==> src/hw/rtl/assert_macros.svh <==
// Assertion macros shared by the RTL of the integer multiply-add unit.
// Bodies compile to nothing when SYNTHESIS is defined.
`ifndef ASSERT_MACROS_SVH
`define ASSERT_MACROS_SVH
`ifndef SYNTHESIS
// Check a property on every clock edge outside reset.
`define IMAU_ASSERT(label, clk, rstn, prop) \
    label: assert property (@(posedge clk) disable iff (!(rstn)) (prop)) \
        else $error("assertion failed");
// Check a property on every clock edge, reset included.
`define IMAU_ASSERT_ALWAYS(label, clk, prop) \
    label: assert property (@(posedge clk) (prop)) \
        else $error("assertion failed");
`else
`define IMAU_ASSERT(label, clk, rstn, prop)
`define IMAU_ASSERT_ALWAYS(label, clk, prop)
`endif
`endif

==> src/hw/rtl/imau_pkg.sv <==
// Package of the integer multiply-add unit: operation codes, control struct
// and helper functions. No dependencies.
package imau_pkg;

    localparam logic [1:0] CMD_MUL      = 2'd0;
    localparam logic [1:0] CMD_MAD      = 2'd1;
    localparam logic [1:0] CMD_MUL24    = 2'd2;
    localparam logic [1:0] CMD_RESERVED = 2'd3;

    localparam logic [1:0] SIZE_8  = 2'd0;
    localparam logic [1:0] SIZE_16 = 2'd1;
    localparam logic [1:0] SIZE_32 = 2'd2;
    localparam logic [1:0] SIZE_64 = 2'd3;

    localparam logic [1:0] HALF_LO       = 2'd0;
    localparam logic [1:0] HALF_HI       = 2'd1;
    localparam logic [1:0] HALF_WIDE     = 2'd2;
    localparam logic [1:0] HALF_RESERVED = 2'd3;

    localparam logic [31:0] INT32_MAX = 32'h7FFF_FFFF;
    localparam logic [31:0] INT32_MIN = 32'h8000_0000;

    typedef struct packed {
        logic       bad;
        logic [1:0] cmd;
        logic [1:0] size;
        logic [1:0] half;
        logic       sat;
        logic       sgn;
    } ctl_t;

    // Mask of the low 8, 16, 32 or 64 bits.
    function automatic logic [63:0] width_mask(input logic [1:0] size);
        logic [63:0] m;
        unique case (size)
            SIZE_8:  m = 64'h0000_0000_0000_00FF;
            SIZE_16: m = 64'h0000_0000_0000_FFFF;
            SIZE_32: m = 64'h0000_0000_FFFF_FFFF;
            default: m = 64'hFFFF_FFFF_FFFF_FFFF;
        endcase
        return m;
    endfunction

    // Sign- or zero-extend the operand from its width (24 bits for mul24).
    function automatic logic [63:0] extend_op(input logic [63:0] v, input logic [1:0] size,
                                              input logic is24, input logic sgn);
        logic [63:0] r;
        if (is24) begin
            r = {{40{sgn & v[23]}}, v[23:0]};
        end else begin
            unique case (size)
                SIZE_8:  r = {{56{sgn & v[7]}}, v[7:0]};
                SIZE_16: r = {{48{sgn & v[15]}}, v[15:0]};
                SIZE_32: r = {{32{sgn & v[31]}}, v[31:0]};
                default: r = v;
            endcase
        end
        return r;
    endfunction

endpackage

==> src/hw/rtl/imau_dec.sv <==
// Decode stage of the integer multiply-add unit: validity check, operand
// extension and input register. Depends on imau_pkg.
module imau_dec (
    input  logic               aclk,
    input  logic               aresetn,
    input  logic               in_valid,
    output logic               in_ready,
    input  logic [1:0]         cmd,
    input  logic [1:0]         size_code,
    input  logic               signed_ops,
    input  logic [1:0]         half_mode,
    input  logic               saturate,
    input  logic [63:0]        src_a,
    input  logic [63:0]        src_b,
    input  logic [63:0]        src_c,
    output logic               out_valid,
    input  logic               out_ready,
    output imau_pkg::ctl_t     out_ctl,
    output logic [63:0]        out_a,
    output logic [63:0]        out_b,
    output logic [63:0]        out_c
);

    logic           valid_reg;
    imau_pkg::ctl_t ctl_reg;
    imau_pkg::ctl_t ctl_next;
    logic [63:0]    a_reg, b_reg, c_reg;
    logic           is24;
    logic           bad;

    assign is24 = (cmd == imau_pkg::CMD_MUL24);

    always_comb begin
        bad = 1'b0;
        if (cmd == imau_pkg::CMD_RESERVED || half_mode == imau_pkg::HALF_RESERVED) begin
            bad = 1'b1;
        end else if (is24) begin
            bad = (size_code != imau_pkg::SIZE_32) || (half_mode == imau_pkg::HALF_WIDE);
        end else begin
            bad = (half_mode == imau_pkg::HALF_WIDE) && (size_code == imau_pkg::SIZE_64);
        end
        ctl_next.bad  = bad;
        ctl_next.cmd  = cmd;
        ctl_next.size = size_code;
        ctl_next.half = half_mode;
        ctl_next.sat  = saturate;
        ctl_next.sgn  = signed_ops;
    end

    assign in_ready = !valid_reg || out_ready;

    always_ff @(posedge aclk) begin
        if (!aresetn) begin
            valid_reg <= 1'b0;
        end else if (in_ready) begin
            valid_reg <= in_valid;
        end
        if (in_ready && in_valid) begin
            ctl_reg <= ctl_next;
            a_reg   <= imau_pkg::extend_op(src_a, size_code, is24, signed_ops);
            b_reg   <= imau_pkg::extend_op(src_b, size_code, is24, signed_ops);
            // c only feeds a multiply-add
            c_reg   <= (cmd == imau_pkg::CMD_MAD)
                       ? imau_pkg::extend_op(src_c, size_code, 1'b0, signed_ops) : 64'd0;
        end
    end

    assign out_valid = valid_reg;
    assign out_ctl   = ctl_reg;
    assign out_a     = a_reg;
    assign out_b     = b_reg;
    assign out_c     = c_reg;

endmodule

==> config.mk <==
export PLATFORM = sky130hd
export DESIGN_NAME = imau_dec
export DESIGN_NICKNAME = d
export VERILOG_FILES = /design/src/hw/rtl/assert_macros.svh /design/src/hw/rtl/imau_pkg.sv /design/src/hw/rtl/imau_dec.sv
export SDC_FILE = /design/constraint.sdc
export NUM_CORES = 1
export LEC_CHECK = 0
export BUFFER_PORTS_ARGS = -buffer_cell sky130_fd_sc_hd__buf_2
export CAP_MARGIN = 10
export CORE_AREA = 2 2 157 159
export DETAILED_ROUTE_END_ITERATION = 8
export DIE_AREA = 0 0 159 161
export PLACE_DENSITY = 0.73
export SYNTH_ARGS = -nofsm -noshare
export SYNTH_HDL_FRONTEND = slang
export SYNTH_SLANG_ARGS = --single-unit
==> constraint.sdc <==
create_clock -name aclk -period 9.9 [get_ports aclk]
set_clock_uncertainty 0.15 [all_clocks]
set_input_delay 0.495 -clock aclk [delete_from_list [all_inputs] [get_ports aclk]]
set_output_delay 0.495 -clock aclk [all_outputs]
set_load 0.01 [all_outputs]
==> flow_summary_export.csv <==
group,metric,value,unit
layout,share_of_final_layout_standard_cells_stronger_than_drive_strength_1,47.60,%
global_routing,antenna_found_initial,0,
sta,setup_viol,0,
synthesis,yosys-mux-area-fraction,0.4933,%
synthesis,dominant_combinational_cell_family_by_area_after_synthesis,"compound AO/OA/AOI/OAI gates",
floorplanning,die_area,0.02560,sq mm
synthesis,synthesis.area,0.008371,sq mm
routing,detail-route-antenna-nets,0,
worst_hold_path,holdCritPathClass,"in2reg",
synthesis,syn_area_per_cell,14.74,sq um
place,port-buffer-count,406,
synthesis,compound_gate_fraction_of_synth_area,17.83,%
power_and_ir_drop,ir_worst_vdd,0.09709,mV
floorplanning,floorplan.die.width,159,microns
sta,finalCriticalPeriod,2.571,ns
floorplanning,die_height,161,microns
clock_network,ctsLongestPathBuffers,3,
synthesis,postSynth.asyncResetShare,0,%
synthesis,post_synth_num_cell_types,33,
synthesis,synth_cells,568,
clock_network,tritoncts.num_buffers,22,
power_and_ir_drop,pwr-share-seq,50.3,%
power_and_ir_drop,comb_power_share,12.8,%
floorplanning,count_of_standard_cell_rows,57,
power_and_ir_drop,power_switching_share,23.35,%
synthesis,synth_edf_count,201,
power_and_ir_drop,power.leakage,4.837,nW
sta,final.setup.tns,0,ns
synthesis,synth_xor_xnor_area_share,0,%
sta,final_hold_viol_count,0,
clock_network,htreeDepth,1,
synthesis,synthTopCellsByArea,"sky130_fd_sc_hd__edfxtp_1 72%, sky130_fd_sc_hd__a221o_1 7.7%, sky130_fd_sc_hd__a31oi_1 2.4%",
routing,detail_route.drc_violations,0,
layout,n_diodes,0,
layout,mostFrequentLayoutCells,"406 x sky130_fd_sc_hd__buf_2, 201 x sky130_fd_sc_hd__edfxtp_1, 64 x sky130_fd_sc_hd__a221o_1",
clock_network,cts.root.buffer_cell,"sky130_fd_sc_hd__clkbuf_16",
synthesis,synth_simple_gate_area_share,4.738,%
worst_setup_path,worst-endpoint-required,9.86,ns
synthesis,post_synth_fa_ha_maj_area_fraction,0,%
clock_network,path_clk_slew,0.06,ns
layout,final_nets,1149,
sta,layout_worst_path_cycle_share,25.97,%
global_routing,global_route.overflow_total,0,
floorplanning,core,0.02396,sq mm
clock_network,cts_tree,"yes",
clock_network,cts_sinks,202,
worst_setup_path,cp_data_arrival_time,2.53,ns
layout,area_growth,34.41,%
clock_network,worstSkewPairLatency,0.49,ns
worst_setup_path,worst_setup_path_end_kind,"flop",
place,gp_routability_congestion,0.7791,
floorplanning,ioPinCount,407,
floorplanning,initial_core_util,34.93,%
routing,via_per_inst,5.013,
power_and_ir_drop,intPower,0.001577,W
worst_setup_path,critical_path.startpoint_type,"flop",
sta,max_freq,388.9,MHz
power_and_ir_drop,power.share.clock,36.9,%
place,detailed_place_hpwl,17.01,mm
power_and_ir_drop,fin_total_pwr,0.002058,W
routing,num_vias,6437,
global_routing,number_of_global_route_vias_before_repair,6388,
run,maxCapViolCount,0,
layout,most_common_cell_after_layout_fill_and_taps_aside,"sky130_fd_sc_hd__buf_2",
sta,maxSlewHeadroom,27.29,%
routing,routedWlPerCell,18.87,microns
sta,timing_worst_slew_pin_value,1.091,ns
sta,final_count_of_pins_violating_max_slew,0,
routing,finalWirelength,24.23,mm
power_and_ir_drop,p_per_area,182.9,mW/mm^2
synthesis,synth-main-ff-cell,"sky130_fd_sc_hd__edfxtp_1",
synthesis,synth_warnings,0,
synthesis,synth_top_area_share,72.11,%
synthesis,synth_nets,772,
global_routing,grt_first_pass_wirelength,36.64,mm
synthesis,yosysSeqAreaShare,72.35,%
global_routing,grt_max_degree,80,
global_routing,grtUsageTotal,18.22,%
worst_setup_path,worst-setup-path-type,"reg2reg",
routing,drt_first_pass_iters,4,
sta,rsz0062_at_grt,"no",
power_and_ir_drop,power.switching,0.0004804,W
clock_network,ctsResizeCount,0,
synthesis,yosys.area.top_type,"sky130_fd_sc_hd__edfxtp_1",
worst_setup_path,crit_fanout,79,
synthesis,postSynthRegisterBits,202,
outcome,status,"complete, no violations",
routing,drt_iter0_drc,411,
-- synthesized netlist by cell type (2+ instances only) --
master / instances
sky130_fd_sc_hd__and3_1: 2
sky130_fd_sc_hd__edfxtp_1: 201
sky130_fd_sc_hd__mux2_4: 2
sky130_fd_sc_hd__a221o_1: 64
sky130_fd_sc_hd__nand4_1: 2
sky130_fd_sc_hd__a21o_1: 17
sky130_fd_sc_hd__buf_2: 22
sky130_fd_sc_hd__a31oi_1: 32
sky130_fd_sc_hd__inv_1: 17
sky130_fd_sc_hd__clkbuf_1: 33
sky130_fd_sc_hd__buf_6: 7
sky130_fd_sc_hd__a211oi_4: 2
sky130_fd_sc_hd__and2_1: 10
sky130_fd_sc_hd__a22oi_1: 16
sky130_fd_sc_hd__a21oi_1: 25
sky130_fd_sc_hd__o21ai_0: 40
sky130_fd_sc_hd__nand2_1: 51
sky130_fd_sc_hd__and4_1: 2
sky130_fd_sc_hd__nand2b_1: 3
sky130_fd_sc_hd__nor2b_1: 2
sky130_fd_sc_hd__nand3_1: 3
sky130_fd_sc_hd__and4b_1: 2
sky130_fd_sc_hd__nor2_1: 3
-- per-stage QoR --
step | worst slack, ns | utilization, % | std cells | instance area [sq um] | hold slack, ns
floorplan | 3.871 | - | 568 | 8371 | 0.4439
global placement | 6.925 | 44.11 | 1244 | 10570 | 0.3675
detailed placement | 6.803 | 44.11 | 1244 | 10570 | 0.3816
CTS | 7.294 | 46.91 | 1283 | 11240 | 0.006720
global route | 7.093 | 46.95 | 1284 | 11250 | 0.001744
finish | 7.329 | 46.95 | 1284 | 11250 | 0.02657
-- power groups by stage --
stage / logic [W] / clock network (W) / registers (W)
2_1_floorplan: 0.000101 / 0 / 0.00110
3_3_place_gp: 0.000261 / 0 / 0.00105
3_5_place_dp: 0.000266 / 0 / 0.00105
4_1_cts: 0.000267 / 0.000778 / 0.00104
5_1_grt: 0.000287 / 0.000815 / 0.00104
6_report: 0.000263 / 0.000760 / 0.00103
-- sequential cells by signal (all words and copies together), names as in the netlist --
| signal | count |
|---|---|
| out_b | 64 |
| out_valid | 1 |
| out_ctl | 9 |
| out_c | 64 |
| out_a | 64 |
-- path summary, 6_finish.rpt --
| check | end | startpoint | slack [ns] | cells past startpoint |
|---|---|---|---|---|
| worst max-delay path | out_a[38] | out_valid | 7.33 | 3 |
| worst min-delay path | out_a[2] | src_a[2] | 0.03 | 1 |
| worst max register to register | out_a[38] | out_valid | 7.33 | 3 |
| worst min register to register | out_valid | out_valid | 0.39 | 2 |
-- what timing repair did --
| item | in CTS | in global routing |
|---|---|---|
| buffers inserted | 0 | 0 |
| endpoints found under the hold margin | 0 | 1 |
| hold buffers | 0 | 1 |
-- layout make-up --
cell class / count / area [sq um]
Tap cell: 324 / 405.4
Multi-Input combinational cell: 286 / 1946
Clock buffer: 28 / 594.3
Sequential cell: 202 / 6056
Fill cell: 2199 / 12710
Inverter: 17 / 63.81
Timing Repair Buffer: 416 / 2110
Clock inverter: 11 / 76.32
-- critical path, stage by stage (launching register included) --
cell and delay [ns]:
sky130_fd_sc_hd__dfxtp_1 0.31, sky130_fd_sc_hd__nand2b_1 0.10, sky130_fd_sc_hd__and2_4 0.69, sky130_fd_sc_hd__buf_4 0.88
-- per-layer routing --
layer	global-route usage (%)	wire length (microns)
met2	32.06	12370
met1	21.70	8971
met3	5.444	2264
met5	0	0
met4	5.372	616
-- cells by family (layout without fill, tap and decap cells) --
group | Yosys count | after routing
compound gates | 200 | 200
buf+inv | 80 | 472
flops | 202 | 202
mux | 3 | 3
simple gates | 83 | 83
Power figures use the tool's default switching activity.
