`src/hw/rtl/assert_macros.svh`:
```
// Assertion macros shared by the RTL of the integer multiply-add unit.
// Bodies compile to nothing when SYNTHESIS is defined.
`ifndef ASSERT_MACROS_SVH
`define ASSERT_MACROS_SVH
`ifndef SYNTHESIS
// Check a property on every clock edge outside reset.
`define IMAU_ASSERT(label, clk, rstn, prop) \
    label: assert property (@(posedge clk) disable iff (!(rstn)) (prop)) \
        else $error("assertion failed");
// Check a property on every clock edge, reset included.
`define IMAU_ASSERT_ALWAYS(label, clk, prop) \
    label: assert property (@(posedge clk) (prop)) \
        else $error("assertion failed");
`else
`define IMAU_ASSERT(label, clk, rstn, prop)
`define IMAU_ASSERT_ALWAYS(label, clk, prop)
`endif
`endif

```
`src/hw/rtl/imau_pkg.sv`:
```
// Package of the integer multiply-add unit: operation codes, control struct
// and helper functions. No dependencies.
package imau_pkg;

    localparam logic [1:0] CMD_MUL      = 2'd0;
    localparam logic [1:0] CMD_MAD      = 2'd1;
    localparam logic [1:0] CMD_MUL24    = 2'd2;
    localparam logic [1:0] CMD_RESERVED = 2'd3;

    localparam logic [1:0] SIZE_8  = 2'd0;
    localparam logic [1:0] SIZE_16 = 2'd1;
    localparam logic [1:0] SIZE_32 = 2'd2;
    localparam logic [1:0] SIZE_64 = 2'd3;

    localparam logic [1:0] HALF_LO       = 2'd0;
    localparam logic [1:0] HALF_HI       = 2'd1;
    localparam logic [1:0] HALF_WIDE     = 2'd2;
    localparam logic [1:0] HALF_RESERVED = 2'd3;

    localparam logic [31:0] INT32_MAX = 32'h7FFF_FFFF;
    localparam logic [31:0] INT32_MIN = 32'h8000_0000;

    typedef struct packed {
        logic       bad;
        logic [1:0] cmd;
        logic [1:0] size;
        logic [1:0] half;
        logic       sat;
        logic       sgn;
    } ctl_t;

    // Mask of the low 8, 16, 32 or 64 bits.
    function automatic logic [63:0] width_mask(input logic [1:0] size);
        logic [63:0] m;
        unique case (size)
            SIZE_8:  m = 64'h0000_0000_0000_00FF;
            SIZE_16: m = 64'h0000_0000_0000_FFFF;
            SIZE_32: m = 64'h0000_0000_FFFF_FFFF;
            default: m = 64'hFFFF_FFFF_FFFF_FFFF;
        endcase
        return m;
    endfunction

    // Sign- or zero-extend the operand from its width (24 bits for mul24).
    function automatic logic [63:0] extend_op(input logic [63:0] v, input logic [1:0] size,
                                              input logic is24, input logic sgn);
        logic [63:0] r;
        if (is24) begin
            r = {{40{sgn & v[23]}}, v[23:0]};
        end else begin
            unique case (size)
                SIZE_8:  r = {{56{sgn & v[7]}}, v[7:0]};
                SIZE_16: r = {{48{sgn & v[15]}}, v[15:0]};
                SIZE_32: r = {{32{sgn & v[31]}}, v[31:0]};
                default: r = v;
            endcase
        end
        return r;
    endfunction

endpackage

```
`src/hw/rtl/imau_sel.sv`:
```
// Select stage: finish the high word and pick the product part that the
// result is built from. Depends on imau_pkg.
module imau_sel (
    input  logic               aclk,
    input  logic               aresetn,
    input  logic               in_valid,
    output logic               in_ready,
    input  imau_pkg::ctl_t     in_ctl,
    input  logic [63:0]        in_plo,
    input  logic [63:0]        in_hpre,
    input  logic [1:0]         in_carry,
    input  logic [63:0]        in_c,
    output logic               out_valid,
    input  logic               out_ready,
    output imau_pkg::ctl_t     out_ctl,
    output logic [63:0]        out_x,
    output logic [63:0]        out_c
);

    logic           valid_reg;
    imau_pkg::ctl_t ctl_reg;
    logic [63:0]    x_reg, c_reg;
    logic [63:0]    phi;
    logic [63:0]    x_next;

    assign phi = in_hpre + {62'd0, in_carry};

    always_comb begin
        x_next = in_plo;
        if (in_ctl.cmd == imau_pkg::CMD_MUL24) begin
            // 24-bit high form returns product bits 47..16
            if (in_ctl.half == imau_pkg::HALF_HI) begin
                x_next = {16'd0, in_plo[63:16]};
            end
        end else if (in_ctl.half == imau_pkg::HALF_HI) begin
            unique case (in_ctl.size)
                imau_pkg::SIZE_8:  x_next = {8'd0, in_plo[63:8]};
                imau_pkg::SIZE_16: x_next = {16'd0, in_plo[63:16]};
                imau_pkg::SIZE_32: x_next = {32'd0, in_plo[63:32]};
                default:           x_next = phi;
            endcase
        end
    end

    assign in_ready = !valid_reg || out_ready;

    always_ff @(posedge aclk) begin
        if (!aresetn) begin
            valid_reg <= 1'b0;
        end else if (in_ready) begin
            valid_reg <= in_valid;
        end
        if (in_ready && in_valid) begin
            ctl_reg <= in_ctl;
            x_reg   <= x_next;
            c_reg   <= in_c;
        end
    end

    assign out_valid = valid_reg;
    assign out_ctl   = ctl_reg;
    assign out_x     = x_reg;
    assign out_c     = c_reg;

endmodule

```
`config.mk`:
```
export PLATFORM = sky130hd
export DESIGN_NAME = imau_sel
export DESIGN_NICKNAME = d
export VERILOG_FILES = /design/src/hw/rtl/assert_macros.svh /design/src/hw/rtl/imau_pkg.sv /design/src/hw/rtl/imau_sel.sv
export SDC_FILE = /design/constraint.sdc
export NUM_CORES = 1
export LEC_CHECK = 0
export BUFFER_PORTS_ARGS = -buffer_cell sky130_fd_sc_hd__buf_4
export CORE_MARGIN = 5
export CORE_UTILIZATION = 50
export DETAILED_ROUTE_END_ITERATION = 6
export GPL_TIMING_DRIVEN = 0
export PLACE_DENSITY = 0.83
export SKIP_LAST_GASP = 1
export SLEW_MARGIN = 25
export SYNTH_ARGS = -nofsm -noshare
export SYNTH_HDL_FRONTEND = slang
export SYNTH_SLANG_ARGS = --single-unit
```
`constraint.sdc`:
```
create_clock -name aclk -period 11.1 [get_ports aclk]
set_clock_uncertainty 0.15 [all_clocks]
set_input_delay 1.11 -clock aclk [delete_from_list [all_inputs] [get_ports aclk]]
set_output_delay 1.11 -clock aclk [all_outputs]
set_load 0.005 [all_outputs]
```
==> flow_summary.ini <==
[run_status]
status = finished with violations
violated_checks = design-rule violations

[sta]
timing_max_transition_violations_final = 0
finalHoldViolCount = 0
max_freq_mhz = 271
timing.slew.headroom = 0.471
unrepaired_setup_endpoints_after_global_routing = no
final_setup_violations = 0
final_period_minus_worst_setup_slack_ns = 3.69
final.setup.tns_ns = 0
final_min_period_over_clock_period = 0.332
timing_worst_slew_pin_value_ns = 0.794

[global_route]
gr-total-overflow = 0
grt_start_max_net_pins = 55
initial_antenna_violation_count = 0
first_global_vias = 8422
first_pass_grt_wire_length_um = 52600
grt_usage = 0.358

[final_layout]
utilization = 0.714
fillers = 1239
final_layout_size_suffix_gt1_frac = 0.374
area_growth_syn_to_layout_pct = 42.1
insertedDiodeCount = 0
nets = 1348
layout.area.seq_um2 = 4130
multi_input_area_um2 = 3860

[synthesis]
synth.lib_cells_used.distinct = 69
syn_area_per_cell_um2 = 10.7
synth-seq-area-share = 0.501
synth_cells = 772
synth.cell_area_um2 = 8250
yosys_warnings = 0
ys_seq_elements = 138
synth_ff_type = sky130_fd_sc_hd__edfxtp_1
syn-num-nets = 982
synth-edff-count = 137
synth-async-reset-ratio = 0

[clocking]
clkSlewWorstSetupHoldPaths_ns = 0.06
post_cts.repair.setup_buffers = 0
hold_buffers = 0
numClockSinks = 138
cts_repair_resize_count = 0
cts_buffer_depth = 2
clk_latency_ns = 0.43
clock_tree_from_tritoncts = done
tritoncts_buffer_count = 17
cts_root_buffer = sky130_fd_sc_hd__clkbuf_16
cts_max_level = 4

[worst_hold_path]
hold_class = reg -> reg
whs_path_depth = 2

[drt]
routed-via-count = 8856
drt_wl_total_um = 35700
initialDrtViolationCount = 1247
number_of_remaining_drc_errors = 4
postRouteAntennaNets = 0
detail_route.first_pass.iterations = 7
detail_route.wl_per_cell_um = 26.0
vias_per_cell = 6.46

[worst_setup_path]
worst_ep_arrival_ns = 3.82
worst-r2r-cell-count = 4
timing.critical_path.from_type = input port
slowest_stage = sky130_fd_sc_hd__nor4_1
cpPeakStageDelay_ns = 0.68
crit_top_cell = sky130_fd_sc_hd__nand3_1
worst-setup-path-type = in -> reg
cp-end-kind = register
critical_path.max_fanout = 5
critPathRequiredTime_ns = 11.23
crit_chain = buf_4 > ha_1 > inv_1 > fa_1 > nand4b_1 > nor4_1 > nand3_1 > or4_1 > nand3_1

[power_and_ir_drop]
clock_power_share = 0.369
power.share.sequential = 0.431
p_per_area_nw_per_um2 = 124
combinational_share_of_power = 0.200
vdd_ir_drop_max_mv = 0.107
p_leak_nw = 4.65
net_sw_frac = 0.281
p_switching_mw = 0.409
p_int_mw = 1.05

[die]
dieWidth_um = 138
num_rows = 47
start_util = 0.503
io_pins = 346
fp.coreArea_um2 = 16400
die_area_um2 = 19200
die_h_um = 138

[placement]
place.gp.congestion = 0.988
port-buffer-count = 344
post-dp-hpwl_um = 27900

[job]
timing.max_cap.violations = 0
[layout by cell type, fill, tap and decap left out, types with 9 or more instances in the layout]
| master | netlist | routed |
|---|---|---|
| sky130_fd_sc_hd__and2_1 | 19 | 18 |
| sky130_fd_sc_hd__edfxtp_1 | 137 | 137 |
| sky130_fd_sc_hd__xor2_1 | 11 | 11 |
| sky130_fd_sc_hd__mux2_2 | 25 | 25 |
| sky130_fd_sc_hd__o221ai_1 | 22 | 22 |
| sky130_fd_sc_hd__nor4_1 | 20 | 19 |
| sky130_fd_sc_hd__a31oi_1 | 11 | 11 |
| sky130_fd_sc_hd__nand2_1 | 73 | 73 |
| sky130_fd_sc_hd__and3_1 | 29 | 29 |
| sky130_fd_sc_hd__nor2_1 | 26 | 26 |
| sky130_fd_sc_hd__nand4_1 | 31 | 31 |
| sky130_fd_sc_hd__clkbuf_1 | 42 | 42 |
| sky130_fd_sc_hd__mux2i_1 | 15 | 15 |
| sky130_fd_sc_hd__o211ai_1 | 12 | 12 |
| sky130_fd_sc_hd__or4_1 | 11 | 11 |
| sky130_fd_sc_hd__a22oi_1 | 11 | 11 |
| sky130_fd_sc_hd__xnor2_1 | 16 | 16 |
| sky130_fd_sc_hd__clkbuf_16 | 0 | 17 |
| sky130_fd_sc_hd__a21oi_1 | 28 | 28 |
| sky130_fd_sc_hd__nor3_1 | 16 | 16 |
| sky130_fd_sc_hd__inv_1 | 13 | 13 |
| sky130_fd_sc_hd__nand3_1 | 36 | 36 |
| sky130_fd_sc_hd__buf_4 | 0 | 344 |
| sky130_fd_sc_hd__a2bb2oi_1 | 9 | 9 |
| sky130_fd_sc_hd__o21ai_0 | 35 | 35 |
[power by group through the flow]
stage	Clock (mW)	Sequential, mW	Combinational, mW
global placement	0	0.641	0.276
floorplan	0	0.645	0.0972
finish	0.537	0.627	0.290
CTS	0.537	0.627	0.284
detailed placement	0	0.638	0.283
global route	0.563	0.630	0.304
[path summary, 6_finish.rpt]
check	from	to	slack, ns
min	out_valid$_SDFFE_PN0N_	out_valid$_SDFFE_PN0N_	0.46
min reg2reg	out_valid$_SDFFE_PN0N_	out_valid$_SDFFE_PN0N_	0.46
max reg2reg	out_valid$_SDFFE_PN0N_	out_x[36]$_DFFE_PP_	8.99
max	in_hpre[0]	out_x[40]$_DFFE_PP_	7.41
[state kept, by name, summed over array words and instances (netlist names)]
register	cells
out_ctl	9
out_x	64
out_c	64
out_valid	1
[metal layers]
layer | GRT usage | part of all wire
met5 | 0 | 0
met4 | 0.155 | 0.049
met3 | 0.0787 | 0.11
met2 | 0.602 | 0.48
met1 | 0.446 | 0.36
[metrics by stage]
step / setup slack (ns) / hold slack, ns / std cells / power, mW / instance area, um^2
after global routing: 7.26 / 0.484 / 1371 / 1.50 / 11700
after global placement: 4.80 / 0.363 / 1336 / 0.917 / 11100
after CTS: 7.50 / 0.454 / 1371 / 1.45 / 11700
after floorplan: 6.02 / 0.387 / 772 / 0.742 / 8250
final: 7.41 / 0.456 / 1371 / 1.45 / 11700
after detailed placement: 7.06 / 0.446 / 1339 / 0.920 / 11200
[worst max-delay path: cells and delay by family]
kind	cells	cell delay, ns
simple gates	5	1.95
buf+inv	2	0.15
fa+ha+maj	2	0.61
[synthesized netlist by cell type, types with 9 or more instances]
cell | count | area (um^2)
sky130_fd_sc_hd__nor3_1 | 16 | 80.1
sky130_fd_sc_hd__o211ai_1 | 12 | 90.1
sky130_fd_sc_hd__nor2_1 | 26 | 97.6
sky130_fd_sc_hd__mux2_2 | 25 | 282
sky130_fd_sc_hd__nand4_1 | 31 | 194
sky130_fd_sc_hd__nand2_1 | 73 | 274
sky130_fd_sc_hd__nor4_1 | 20 | 125
sky130_fd_sc_hd__o221ai_1 | 22 | 193
sky130_fd_sc_hd__xnor2_1 | 16 | 140
sky130_fd_sc_hd__or4_1 | 11 | 82.6
sky130_fd_sc_hd__and2_1 | 19 | 119
sky130_fd_sc_hd__nand3_1 | 36 | 180
sky130_fd_sc_hd__xor2_1 | 11 | 96.3
sky130_fd_sc_hd__mux2i_1 | 15 | 150
sky130_fd_sc_hd__edfxtp_1 | 137 | 4110
sky130_fd_sc_hd__o21ai_0 | 35 | 175
sky130_fd_sc_hd__a22oi_1 | 11 | 82.6
sky130_fd_sc_hd__inv_1 | 13 | 48.8
sky130_fd_sc_hd__a21oi_1 | 28 | 140
sky130_fd_sc_hd__a31oi_1 | 11 | 68.8
sky130_fd_sc_hd__a2bb2oi_1 | 9 | 78.8
sky130_fd_sc_hd__clkbuf_1 | 42 | 158
sky130_fd_sc_hd__and3_1 | 29 | 181
[cell type report]
| type | count | area share |
|---|---|---|
| clock buffer | 17 | 0.0363 |
| tap | 220 | 0.0235 |
| timing repair buffer | 347 | 0.225 |
| sequential | 138 | 0.353 |
| buffer | 54 | 0.0180 |
| clock inverter | 15 | 0.0111 |
| multi-input combinational | 567 | 0.329 |
| inverter | 13 | 0.00416 |
[kinds of logic (layout without fill, tap and decap cells)]
family / after synthesis / count (layout) / synth area share
muxes: 42 / 42 / 0.0578
DFF: 138 / 138 / 0.501
adders and majority gates: 3 / 3 / 0.00546
xor gates and xnor gates: 27 / 27 / 0.0287
and+or+nand+nor: 302 / 302 / 0.207
buffers and inverters: 67 / 446 / 0.0316
AOI/OAI and AO/OA: 193 / 193 / 0.168
Power figures use the tool's default switching activity.
