<file path="config.mk">
export PLATFORM = sky130hd
export DESIGN_NAME = imau_acc
export DESIGN_NICKNAME = d
export VERILOG_FILES = /design/src/hw/rtl/assert_macros.svh /design/src/hw/rtl/imau_pkg.sv /design/src/hw/rtl/imau_acc.sv
export SDC_FILE = /design/constraint.sdc
export NUM_CORES = 1
export LEC_CHECK = 0
export BUFFER_PORTS_ARGS = -buffer_cell sky130_fd_sc_hd__buf_2
export CORE_AREA = 2 2 236 238
export DETAILED_ROUTE_END_ITERATION = 10
export DIE_AREA = 0 0 238 240
export GPL_TIMING_DRIVEN = 0
export REMOVE_ABC_BUFFERS = 1
export SYNTH_ARGS = -nofsm -noshare
export SYNTH_HDL_FRONTEND = slang
export SYNTH_SLANG_ARGS = --single-unit
</file>
<file path="constraint.sdc">
create_clock -name aclk -period 6.8 [get_ports aclk]
set_clock_uncertainty 0.1 [all_clocks]
set_input_delay 0.68 -clock aclk [delete_from_list [all_inputs] [get_ports aclk]]
set_output_delay 0.68 -clock aclk [all_outputs]
set_load 0.01 [all_outputs]
</file>
<file path="src/hw/rtl/assert_macros.svh">
// Assertion macros shared by the RTL of the integer multiply-add unit.
// Bodies compile to nothing when SYNTHESIS is defined.
`ifndef ASSERT_MACROS_SVH
`define ASSERT_MACROS_SVH
`ifndef SYNTHESIS
// Check a property on every clock edge outside reset.
`define IMAU_ASSERT(label, clk, rstn, prop) \
    label: assert property (@(posedge clk) disable iff (!(rstn)) (prop)) \
        else $error("assertion failed");
// Check a property on every clock edge, reset included.
`define IMAU_ASSERT_ALWAYS(label, clk, prop) \
    label: assert property (@(posedge clk) (prop)) \
        else $error("assertion failed");
`else
`define IMAU_ASSERT(label, clk, rstn, prop)
`define IMAU_ASSERT_ALWAYS(label, clk, prop)
`endif
`endif

</file>
<file path="src/hw/rtl/imau_pkg.sv">
// Package of the integer multiply-add unit: operation codes, control struct
// and helper functions. No dependencies.
package imau_pkg;

    localparam logic [1:0] CMD_MUL      = 2'd0;
    localparam logic [1:0] CMD_MAD      = 2'd1;
    localparam logic [1:0] CMD_MUL24    = 2'd2;
    localparam logic [1:0] CMD_RESERVED = 2'd3;

    localparam logic [1:0] SIZE_8  = 2'd0;
    localparam logic [1:0] SIZE_16 = 2'd1;
    localparam logic [1:0] SIZE_32 = 2'd2;
    localparam logic [1:0] SIZE_64 = 2'd3;

    localparam logic [1:0] HALF_LO       = 2'd0;
    localparam logic [1:0] HALF_HI       = 2'd1;
    localparam logic [1:0] HALF_WIDE     = 2'd2;
    localparam logic [1:0] HALF_RESERVED = 2'd3;

    localparam logic [31:0] INT32_MAX = 32'h7FFF_FFFF;
    localparam logic [31:0] INT32_MIN = 32'h8000_0000;

    typedef struct packed {
        logic       bad;
        logic [1:0] cmd;
        logic [1:0] size;
        logic [1:0] half;
        logic       sat;
        logic       sgn;
    } ctl_t;

    // Mask of the low 8, 16, 32 or 64 bits.
    function automatic logic [63:0] width_mask(input logic [1:0] size);
        logic [63:0] m;
        unique case (size)
            SIZE_8:  m = 64'h0000_0000_0000_00FF;
            SIZE_16: m = 64'h0000_0000_0000_FFFF;
            SIZE_32: m = 64'h0000_0000_FFFF_FFFF;
            default: m = 64'hFFFF_FFFF_FFFF_FFFF;
        endcase
        return m;
    endfunction

    // Sign- or zero-extend the operand from its width (24 bits for mul24).
    function automatic logic [63:0] extend_op(input logic [63:0] v, input logic [1:0] size,
                                              input logic is24, input logic sgn);
        logic [63:0] r;
        if (is24) begin
            r = {{40{sgn & v[23]}}, v[23:0]};
        end else begin
            unique case (size)
                SIZE_8:  r = {{56{sgn & v[7]}}, v[7:0]};
                SIZE_16: r = {{48{sgn & v[15]}}, v[15:0]};
                SIZE_32: r = {{32{sgn & v[31]}}, v[31:0]};
                default: r = v;
            endcase
        end
        return r;
    endfunction

endpackage

</file>
<file path="src/hw/rtl/imau_acc.sv">
// Accumulate stage: combine partial products into the low word, a pre-sum of
// the high word and the carry between them. Depends on imau_pkg.
module imau_acc (
    input  logic               aclk,
    input  logic               aresetn,
    input  logic               in_valid,
    output logic               in_ready,
    input  imau_pkg::ctl_t     in_ctl,
    input  logic [63:0]        in_ll,
    input  logic [63:0]        in_lh,
    input  logic [63:0]        in_hl,
    input  logic [63:0]        in_hh,
    input  logic [63:0]        in_corr,
    input  logic [63:0]        in_c,
    output logic               out_valid,
    input  logic               out_ready,
    output imau_pkg::ctl_t     out_ctl,
    output logic [63:0]        out_plo,
    output logic [63:0]        out_hpre,
    output logic [1:0]         out_carry,
    output logic [63:0]        out_c
);

    logic           valid_reg;
    imau_pkg::ctl_t ctl_reg;
    logic [63:0]    plo_reg, hpre_reg, c_reg;
    logic [1:0]     carry_reg;
    logic [33:0]    mid;
    logic [63:0]    hpre_next;

    assign mid = {2'b00, in_ll[63:32]} + {2'b00, in_lh[31:0]} + {2'b00, in_hl[31:0]};
    assign hpre_next = in_hh + {32'd0, in_lh[63:32]} + {32'd0, in_hl[63:32]} - in_corr;

    assign in_ready = !valid_reg || out_ready;

    always_ff @(posedge aclk) begin
        if (!aresetn) begin
            valid_reg <= 1'b0;
        end else if (in_ready) begin
            valid_reg <= in_valid;
        end
        if (in_ready && in_valid) begin
            ctl_reg   <= in_ctl;
            plo_reg   <= {mid[31:0], in_ll[31:0]};
            hpre_reg  <= hpre_next;
            carry_reg <= mid[33:32];
            c_reg     <= in_c;
        end
    end

    assign out_valid = valid_reg;
    assign out_ctl   = ctl_reg;
    assign out_plo   = plo_reg;
    assign out_hpre  = hpre_reg;
    assign out_carry = carry_reg;
    assign out_c     = c_reg;

endmodule

</file>
==> reports/qor.yml, run 1 <==
netlist_area_um2: 15000
setup_viol: 0
yosysSeqAreaShare_pct: 40.7
gr-total-overflow: 0
coreArea_um2: 54700
mostFrequentLayoutCell: "buf_2"
grt_pass1_vias: 13200
seq_area_um2: 6120
gr-usage-met3_pct: 3.26
h-tree-depth: 1
multiInputGateArea_um2: 7950
rr_startpoint: "out_valid$_SDFFE_PN0N_"
cts_tree: "yes"
syn_to_final_growth_pct: 31.2
critPathMaxFanout: 7
pwr-share-seq_pct: 32.4
worst_setup_path_start_kind: "input port"
vias: 12800
grt_antenna_before_repair: 5
met1_usage_pct: 18.6
totalWireLength_um: 50100
rows: 86
cts_resized: 0
criticalPathCategory: "input port to register"
p_int_uw: 3420
ant_nets: 0
fin_ws_ns: 2.19
period_minus_slack_ns: 4.61
hold_path_end: "out_c[18]$_DFFE_PP_"
hold_depth: 1
ys.flop_type: "edfxtp_1"
combPwrFrac_pct: 42.0
clockPowerShare_pct: 25.5
grtUsageTotal_pct: 16.8
final_cell_mix: "buf_2, inv_1, edfxtp_1"
layout-drive-gt1-share_pct: 32.9
hold_path_class: "input port to register"
cts_buffer_depth: 3
async_flop_share_pct: 0
die_area_um2: 57100
status: "finished, final reports clean"
vdd_ir_drop_max_mv: 0.172
swShare_pct: 37.0
dp_hpwl_um: 42200
drc: 0
fp.dieH_um: 240
n_antenna_cell: 0
r2r_setup_slack_ns: 4.76
finalCritPeriodShare_pct: 67.9
reg2reg_depth: 4
clk_latency_ns: 0.54
drtIter0Drc: 817
numCtsBuffers: 26
grt_max_degree: 63
p_leak_uw: 0.00955
cap_violations: 0
start_util_pct: 27.5
grt.busiest_layer: "met2"
met2_usage_pct: 31.4
place.port_buffers: 601
synth_cell_types: 68
die_x_um: 238
p_switching_uw: 2010
avgSynthCellArea_um2: 11.0
drtPass1Iterations: 5
syn_inst: 1367
clkTransAtPathRegs_ns: 0.06
cp.arrival_ns: 4.84
timing.slew.headroom_pct: 26.0
drt-wirelength-per-cell_um: 18.6
postCtsHoldBufs: 0
final_area_um2: 19700
via_per_inst: 4.75
rsz0062_at_grt: "false"
gp_congestion: 0.890
root_buffer: "clkbuf_16"
tightest_slew_ns: 1.08
finalMaxSlewViolations: 0
timing.rr.end: "out_hpre[47]$_DFFE_PP_"
ys_ff_latch: 204
synth_warnings: 0
cellPowerDensity_nw_per_um2: 275
post-place-ws_ns: 1.56
end_kind: "register"
fin_nets: 2619
crit_required_ns: 7.03
pin_count: 602
grt_pass1_wl_um: 73600
synth-edff-count: 203
hold_viol_final: 0
fill_cells: 5508
min-delay-start: "in_c[18]"
fmax_mhz: 217
post-cts-setup-buffer-count: 0
cts_sinks: 204
post_dp_cell_area_um2: 18900
worst_hold_slack_ns: 0.200
-- logic make-up after synthesis --
logic type	Yosys count	synth area share (%)
DFF	204	40.7
AOI/OAI and AO/OA	308	13.0
buffers and inverters	251	6.38
and+or+nand+nor	269	9.19
muxes	1	0.0666
xor gates and xnor gates	81	4.72
adders and majority gates	253	25.9
-- worst max path at each step --
stage	depth (start not counted)	start	to
6_report	16	in_lh[33]	out_hpre[55]$_DFFE_PP_
5_1_grt	14	in_lh[56]	out_hpre[57]$_DFFE_PP_
4_1_cts	16	in_lh[33]	out_hpre[55]$_DFFE_PP_
3_5_place_dp	14	in_lh[34]	out_hpre[60]$_DFFE_PP_
3_3_place_gp	3	out_ready	out_hpre[46]$_DFFE_PP_
2_1_floorplan	2	out_ready	out_c[0]$_DFFE_PP_
-- critical path, stage by stage --
cell and delay, ns:
buf_2 0.12, fa_1 0.64, inv_1 0.16, fa_1 0.47, inv_1 0.06, ha_1 0.22, inv_1 0.07, fa_1 0.39
nand2b_1 0.18, a21oi_1 0.30, o211ai_1 0.25, a21oi_1 0.25, nor3_2 0.11, o21ai_2 0.43, nor4_1 0.11, a2111oi_2 0.36
-- registers in the layout, summed over array words and instances (netlist names) --
name,cells
out_c,64
out_hpre,64
out_valid,1
out_ctl,9
out_plo,64
out_carry,2
-- metal layers --
layer  up-vias  part of all wire (%)
met1      6129                    38
met2       525                    51
met5         -                 0.026
met3        97                   6.5
met4         2                   4.3
li1       6031                     -
-- per-stage QoR --
step                setup TNS, ns  total power [uW]  instances  util [%]
finish                          0              5430       2693      36.1
global route                    0              5780       2693      36.1
CTS                             0              5500       2693      36.1
detailed placement              0              4060       2645      34.5
global placement          -376.75              4060       2642      34.4
floorplan                       0              3220       1337         -
-- power groups by stage --
stage | combinational (uW) | clock [uW] | sequential, uW
after global routing | 2530 | 1470 | 1780
after detailed placement | 2280 | 0 | 1790
after CTS | 2300 | 1440 | 1760
final | 2280 | 1380 | 1760
after floorplan | 1310 | 0 | 1910
after global placement | 2260 | 0 | 1810
-- cells in the mapped netlist (3+ instances only) --
cell	count	share of area (%)
a311oi_1	5	0.29
or3_1	5	0.21
nand4_1	22	0.92
a21o_1	50	2.5
and4_1	7	0.41
ha_1	156	13
o21bai_1	13	0.65
a31oi_1	13	0.54
and2_1	9	0.37
fa_1	97	13
a21oi_1	100	3.3
nor3b_1	3	0.15
nor4_1	11	0.46
xnor2_1	53	3.1
nor2_1	59	1.5
a211oi_1	11	0.55
o31a_1	3	0.17
o21a_1	9	0.45
o21ai_0	58	1.9
clkbuf_1	22	0.55
and3_1	13	0.54
inv_1	221	5.5
edfxtp_1	203	41
nand3_1	25	0.83
buf_2	7	0.23
nor3_1	15	0.50
nor4b_1	3	0.17
o22ai_1	3	0.12
xor2_1	28	1.6
o211ai_1	5	0.25
a21boi_0	7	0.35
nor2b_1	10	0.42
nand2b_1	9	0.37
nand2_1	69	1.7
-- cell type report --
class,instances,share of cell area [%]
Inverter,221,4.21
Timing Repair Buffer,604,15.7
Clock inverter,16,0.832
Clock buffer,32,3.42
Multi-Input combinational cell,912,40.4
Sequential cell,204,31.0
Tap cell,704,4.47
No activity file was read; power rests on OpenSTA's default activity.
==> run 2, diff against run 1 <==
Clock period 6.8 ns to 4.82 ns, I/O delays scaled along.
==> run 2 against run 1 <==
  * Register-to-register slack got worse by 2.0 ns
  * Total power grew 42%
  * Final cell count grew 3.9%
  * Design area rose by 5.3%
  * Non-clock buffer count increased by 104
  * Combinational power rose by 45%
  * Utilization grew 1.9 points
  * Critical path type unchanged
==> reports/qor.yml, run 2 (same netlist as run 1, synthesis figures left out) <==
timing.slew.headroom_pct: 25.5  # -0.57 points
worst_setup_path_start_kind: "input port"
vias: 13200  # +3.1%
drtIter0Drc: 815  # -0.24%
clkTransAtPathRegs_ns: 0.06  # about the same
end_kind: "register"
critPathMaxFanout: 7  # unchanged
grt_pass1_vias: 13800  # +4.6%
hold_viol_final: 0  # unchanged
fill_cells: 5380  # -2.3%
rr_startpoint: "out_valid$_SDFFE_PN0N_"
pin_count: 602  # unchanged
drtPass1Iterations: 6  # +1
crit_required_ns: 5.05  # -1.98 ns
slowest_stage: "a211oi_1"
p_leak_uw: 0.00998  # +4.5%
via_per_inst: 4.71  # -0.82%
period_minus_slack_ns: 4.45
fin_nets: 2723  # +4.0%
finalCritPeriodShare_pct: 92.3
critPathMaxStageDelay_ns: 0.71  # +0.07 ns
cts_sinks: 204  # unchanged
root_buffer: "clkbuf_16"
clk_latency_ns: 0.54  # about the same
cp-startpoint: "in_lh[42]"
cellPowerDensity_nw_per_um2: 373  # +35%
hold_path_class: "input port to register"
layout-drive-gt1-share_pct: 31.2  # -1.6 points
post-place-ws_ns: -0.223  # -1.78 ns
finalMaxSlewViolations: 0  # unchanged
fmax_mhz: 225
cp.arrival_ns: 4.67  # -0.17 ns
criticalPathCategory: "input port to register"
start_util_pct: 27.5  # unchanged
r2r_setup_slack_ns: 2.76  # -2.00 ns
final_cell_mix: "buf_2, inv_1, edfxtp_1"
dp_hpwl_um: 42200  # unchanged
h-tree-depth: 1  # unchanged
reg2reg_depth: 4  # unchanged
fin_ws_ns: 0.373  # -1.81 ns
setup_viol: 0  # unchanged
post_dp_cell_area_um2: 18900  # unchanged
grt_max_degree: 63  # unchanged
numCtsBuffers: 26  # unchanged
timing.rr.end: "out_hpre[47]$_DFFE_PP_"
coreArea_um2: 54700  # unchanged
vdd_ir_drop_max_mv: 0.242  # +41%
syn_to_final_growth_pct: 38.1
crit_chain: "buf_2 -> fa_1 -> fa_1 -> ha_1 -> a21oi_1 -> o22ai_1 -> a211oi_1 -> a21oi_1 -> nor3_2 -> o21ai_2 -> and4_1 -> a2111oi_2"
rsz0062_at_grt: "false"
grtUsageTotal_pct: 17.3  # +0.53 points
ant_nets: 0  # unchanged
cts_tree: "yes"
rows: 86  # unchanged
mostFrequentLayoutCell: "buf_2"
cap_violations: 0  # unchanged
final_area_um2: 20800  # +5.3%
drt-wirelength-per-cell_um: 18.5  # -0.61%
gr-total-overflow: 0  # unchanged
grt_pass1_wl_um: 76100  # +3.4%
fp.dieH_um: 240  # unchanged
die_area_um2: 57100  # unchanged
post-cts-setup-buffer-count: 0  # unchanged
status: "finished, final reports clean"
crit_end: "out_hpre[55]$_DFFE_PP_"
gp_congestion: 0.890  # unchanged
drc: 0  # unchanged
tightest_slew_ns: 1.09  # +0.00829 ns
grt_antenna_before_repair: 4  # -1
die_x_um: 238  # unchanged
cts_buffer_depth: 3  # unchanged
totalWireLength_um: 51800  # +3.3%
place.port_buffers: 601  # unchanged
[run 2: changes by cell type in the layout (fill, tap and decap cells not counted), sizes merged]
cell,previous run,this run
dlygate4sd3,0,104
diode,0,2
[run 2: worst min path at each step]
| stage | slack (ns) | start | cells past startpoint | end |
|---|---|---|---|---|
| floorplan | 0.48 | in_c[0] | 0 | out_c[0]$_DFFE_PP_ |
| global placement | 0.49 | out_valid$_SDFFE_PN0N_ | 2 | out_valid$_SDFFE_PN0N_ |
| detailed placement | 0.50 | out_valid$_SDFFE_PN0N_ | 2 | out_valid$_SDFFE_PN0N_ |
| CTS | 0.01 | in_c[37] | 1 | out_c[37]$_DFFE_PP_ |
| global route | 0.02 | in_c[37] | 1 | out_c[37]$_DFFE_PP_ |
| finish | 0.05 | in_c[37] | 1 | out_c[37]$_DFFE_PP_ |
[run 2: report_power, final]
part	switching (uW)	total, uW	internal [uW]
sequential	85.5	2490	2400
combinational	1970	3300	1330
clock	797	1950	1150
total	2850	7730	4880
[run 2: layer usage]
metal	track usage (%)	vias up	part of all wire, %
met3	3.35	99	6.7
met2	31.9	564	51
li1	-	6250	-
met5	0	-	0.025
met1	18.9	6263	37
met4	8.92	2	5.3
[run 2: repair_timing]
| item | CTS | global route |
|---|---|---|
| hold endpoints to repair | 104 | 0 |
| gates resized for setup | 0 | 0 |
| hold buffers | 104 | 0 |
[run 2: critical path: cells and delay by family]
family                     cells  cell delay [ns]
buffers and inverters          1             0.11
and+or+nand+nor                2             0.70
adders and majority gates      3             1.38
AOI/OAI and AO/OA              6             1.98
[run 2: metrics by stage]
| step | cells | power, uW | utilization, % | hold slack (ns) | TNS (ns) |
|---|---|---|---|---|---|
| floorplan | 1337 | 4540 | - | 0.481 | -242.15 |
| global placement | 2642 | 5730 | 34.4 | 0.488 | -740.44 |
| detailed placement | 2645 | 5730 | 34.5 | 0.499 | -1.64 |
| CTS | 2797 | 7830 | 38.0 | 0.0138 | 0 |
| global route | 2799 | 8220 | 38.0 | 0.0185 | 0 |
| finish | 2799 | 7730 | 38.0 | 0.0479 | 0 |
[run 2: layout make-up]
class	count	area, um2	share of cell area [%]
clock inverters	16	164	0.790
repair buffers	708	4130	19.9
flip-flops and latches	204	6120	29.5
diodes	2	5.00	0.0241
clock buffers	32	673	3.24
multi-input cells	912	7950	38.3
well taps	704	881	4.24
inverters	221	830	4.00
